**config.mk**
```make
export PLATFORM = sky130hd
export DESIGN_NAME = usv_div
export DESIGN_NICKNAME = d
export VERILOG_FILES = /design/src/sv/usv_pkg.sv /design/src/sv/usv_div.sv
export SDC_FILE = /design/constraint.sdc
export NUM_CORES = 1
export LEC_CHECK = 0
export BUFFER_PORTS_ARGS = -buffer_cell sky130_fd_sc_hd__buf_2
export CORE_UTILIZATION = 50
export CTS_BUF_LIST = sky130_fd_sc_hd__clkbuf_4 sky130_fd_sc_hd__clkbuf_8 sky130_fd_sc_hd__clkbuf_16
export DETAILED_ROUTE_END_ITERATION = 10
export PLACE_DENSITY = 0.73
export SLEW_MARGIN = 0
export SYNTH_ARGS = -nofsm -noshare
export SYNTH_HDL_FRONTEND = slang
export SYNTH_SLANG_ARGS = --single-unit
```
**constraint.sdc**
```tcl
create_clock -name clk_i -period 3.88 [get_ports clk_i]
set_input_delay 0.194 -clock clk_i [delete_from_list [all_inputs] [get_ports clk_i]]
set_output_delay 0.194 -clock clk_i [all_outputs]
set_load 0.02 [all_outputs]
```
**src/sv/usv_pkg.sv**
```systemverilog
// Package for the UV-sphere vertex generator: word types, command and
// register codes, parameter defaults and the quarter-sine coefficients.
// No dependencies.
package usv_pkg;

  localparam int MAX_SEGMENTS_DEF = 1024;
  localparam int ANGLE_BITS_DEF   = 16;
  localparam int SEG_W            = 10;
  localparam int IDX_W            = 20;
  localparam int TEX_W            = 17;
  localparam int POS_W            = 16;
  localparam int CFG_IDX_W        = 2;

  localparam logic CMD_VERTEX = 1'b0;
  localparam logic CMD_QUAD   = 1'b1;

  localparam logic [CFG_IDX_W-1:0] REG_X_SEGMENTS = 2'd0;
  localparam logic [CFG_IDX_W-1:0] REG_Y_SEGMENTS = 2'd1;

  localparam logic [SEG_W-1:0] X_SEG_RESET = 10'd32;
  localparam logic [SEG_W-1:0] Y_SEG_RESET = 10'd16;

  // last of the six index words of a quad
  localparam logic [2:0] QUAD_LAST = 3'd5;

  // Q30 Taylor coefficients of sin(pi/2*t), highest order first
  localparam logic [30:0] KCOEF [6] = '{
    31'd3864, 31'd172272, 31'd5026995, 31'd85569306, 31'd693598668, 31'd1686629713
  };

  typedef struct packed {
    logic             command;
    logic [SEG_W-1:0] column;
    logic [SEG_W-1:0] row;
  } in_word_t;

  typedef struct packed {
    logic signed [POS_W-1:0] pos_x;
    logic signed [POS_W-1:0] pos_y;
    logic signed [POS_W-1:0] pos_z;
    logic [TEX_W-1:0]        tex_u;
    logic [TEX_W-1:0]        tex_v;
    logic [IDX_W-1:0]        vertex_index;
    logic                    last;
  } out_word_t;

  typedef struct packed {
    logic             quad;
    logic             last;
    logic [IDX_W-1:0] idx;
  } side_t;

  typedef struct packed {
    side_t            side;
    logic [TEX_W-1:0] tex_u;
    logic [TEX_W-1:0] tex_v;
  } mid_t;

endpackage

```
**src/sv/usv_div.sv**
```systemverilog
// Pipelined restoring divider, one quotient bit per stage.
// Uses usv_pkg for the divisor width.
module usv_div
  import usv_pkg::*;
#(
  parameter int QB = 17,
  parameter int NW = 27
) (
  input  logic             clk_i,
  input  logic             en_i,
  input  logic [SEG_W-1:0] den_i,
  input  logic [NW-1:0]    num_i,
  output logic [QB-1:0]    quo_o
);

  logic [NW-1:0] rem_q [QB];
  logic [QB-1:0] quo_q [QB];
  logic [NW-1:0] rem_d [QB];
  logic [QB-1:0] quo_d [QB];

  always_comb begin
    logic [NW-1:0] rin;
    logic [QB-1:0] qin;
    logic [NW-1:0] dsh;
    for (int i = 0; i < QB; i++) begin
      rin = (i == 0) ? num_i : rem_q[(i == 0) ? 0 : i-1];
      qin = (i == 0) ? '0 : quo_q[(i == 0) ? 0 : i-1];
      dsh = NW'(den_i) << (QB-1-i);
      if (rin >= dsh) begin
        rem_d[i] = rin - dsh;
        quo_d[i] = qin | (QB'(1) << (QB-1-i));
      end else begin
        rem_d[i] = rin;
        quo_d[i] = qin;
      end
    end
  end

  always_ff @(posedge clk_i) begin
    if (en_i) begin
      for (int i = 0; i < QB; i++) begin
        rem_q[i] <= rem_d[i];
        quo_q[i] <= quo_d[i];
      end
    end
  end

  assign quo_o = quo_q[QB-1];

endmodule

```
==> impl_metrics.toml <==
[detailed_routing]
first_pass_iters = 5
num_vias = 19215
wire_per_inst_um = 19.0
antenna_left = 0
avgViaCountPerCell = 5.82
drt_iter0_drc = 1428
drc = 0
wl_um = 62900

[power_and_ir_drop]
p_leak_nw = 12.3
p_total_mw = 21.8
p_per_area_nw_per_um2 = 645
peakVddDrop_v = 0.000397

[timing]
setup_tns_ns = 0
hold_viol_final = 0
grt_setup_unrepaired = "no"
period_share_pct = 81.1
hold_slack_ns = 0.101
final_max_slew_viol_count = 0
skew_ns = 0.0204
fmax_mhz = 318
setup_viol_count_final = 0
tightest_slew_ns = 0.846
max_slew_margin_pct = 43.6
min_period_ns = 3.15

[clock_tree]
root_buffer = "clkbuf_16"
cts_setup_buffers = 0
cts_buffers = 61
htree_levels = 2
cts_tree = "yes"
cts_hold_buf = 27
cts-resized-gates = 0
numClockSinks = 585
clk_path_buf_depth = 3
clk_pin_slew_worst_paths_ns = 0.06
clk_latency_ns = 0.63

[floorplan]
design.core.area_um2 = 58200
die_area_um2 = 60400
rows = 88
initial_core_util_pct = 51.0
die_w_um = 246
die_height_um = 246
io_pins = 56

[finish]
drive_gt1_share_pct = 11.5
nFillCells = 4589
multi_input_area_um2 = 11700
layoutNonFillerInstCount = 3304
mostFrequentLayoutCells = "edfxtp_1, nor2_1, ha_1"
seqCellArea_um2 = 17600
utilization_pct = 58.0
syn2layout_area_growth_pct = 13.7
final_nets = 2710
layout_commonest_cell = "edfxtp_1"

[placed_design]
dp_hpwl_um = 44600
port_buffers = 55
place_inst = 3160
gp_congestion = 0.914

[synth]
ys_seq_area_share_pct = 59.1
synth_adder_area_share_pct = 8.24
yosys.area_share.simple_pct = 12.4
synthArstFlopShare_pct = 0
synth_mux_area_share_pct = 2.38
ys_seq_elements = 585
syn-mean-instance-area_um2 = 12.8
synth_nets = 2545
synth_xor_area_share_pct = 6.72
synth_cells = 2320
synth_edf_count = 585
synth_top_flop_cell = "edfxtp_1"
synth_area_um2 = 29700
ys.warnings.count = 0
synth_compound_area_share_pct = 9.73
synth_top_family_by_area = "simple AND/OR/NAND/NOR gates"
ys_types = 78

[job]
drv_cap = 0

[global_routing]
grt_pass1_wl_um = 100000
grt_overflow = 0
grt_pass1_vias = 18844
track_usage_pct = 21.1
grt_max_degree = 101
antenna_found_initial = 2

[worst_setup_path]
cp-start-kind = "register"
cp_data_required_time_ns = 4.25
arrival_ns = 3.51
endpoint_kind = "register"
criticalPathCategory = "register to register"
worstPathMaxFanout = 13

[hold_path]
min_path_type = "input pin to register"

[run_status]
status = "complete, no violations"
Yosys cell counts (all sizes together) (38+ instances only):
library cell	count	area (µm²)
xnor2	116	1020
nor2b	39	244
edfxtp	585	17600
nor2	186	698
mux2	57	657
nor4	55	357
ha	170	2130
o21ai	103	515
xor2	112	981
inv	76	285
nor3	65	325
a21oi	150	754
nand3	44	225
nand2	112	420
o21a	38	285
layer usage:
metal  GRT usage (%)  up-vias  part of all wire, %
met4            7.75        0                  3.2
met1            28.1     9308                   44
li1                -     9245                    -
met2            35.2      543                   48
met5               0        -                    0
met3            2.70      119                  5.0
cells by family after synthesis:
group | after synthesis
and+or+nand+nor | 695
DFF | 585
AOI/OAI and AO/OA | 459
xor gates and xnor gates | 228
adders and majority gates | 186
buffers and inverters | 105
muxes | 62
critical path, stage by stage, from the launching register on:
cell	delay (ns)
edfxtp_1	0.38
inv_1	0.07
ha_1	0.13
inv_1	0.07
fa_1	0.42
a211oi_1	0.34
o211ai_1	0.18
a41oi_1	0.34
and2_0	0.34
inv_1	0.27
mux2_2	0.33
layout make-up:
class	count	share of cell area, %
Timing Repair Buffer	131	3.03
Antenna cell	1	0.00741
Clock inverter	46	1.73
Clock buffer	70	4.82
Inverter	76	0.844
Tap cell	765	2.83
Multi-Input combinational cell	1630	34.7
Sequential cell	585	52.0
worst paths after layout:
kind	cells past startpoint	start	slack (ns)	end
setup reg to reg	10	rem_q[0][223]	0.73	rem_q[0][257]
hold / removal	1	en_i	0.10	rem_q[0][25]
setup / recovery	10	rem_q[0][223]	0.73	rem_q[0][257]
hold reg to reg	0	quo_q[0][116]	0.41	quo_q[0][133]
through the flow:
step | setup slack (ns) | area [µm²]
floorplan | 0.850 | 29700
global route | 0.544 | 33800
global placement | 0.456 | 31300
CTS | 0.713 | 33800
detailed placement | 0.362 | 31300
finish | 0.733 | 33800
flip-flops by register name (all words and copies together), names as in the netlist:
signal	cells
rem_q	432
quo_q	153
power by group:
group / internal (mW) / leakage [nW] / switching (mW)
registers: 8.62 / 5.57 / 0.912
logic: 2.67 / 5.66 / 3.23
clock network: 3.93 / 1.10 / 2.45
total: 15.2 / 12.3 / 6.58
(Power assumes the default switching activity.)
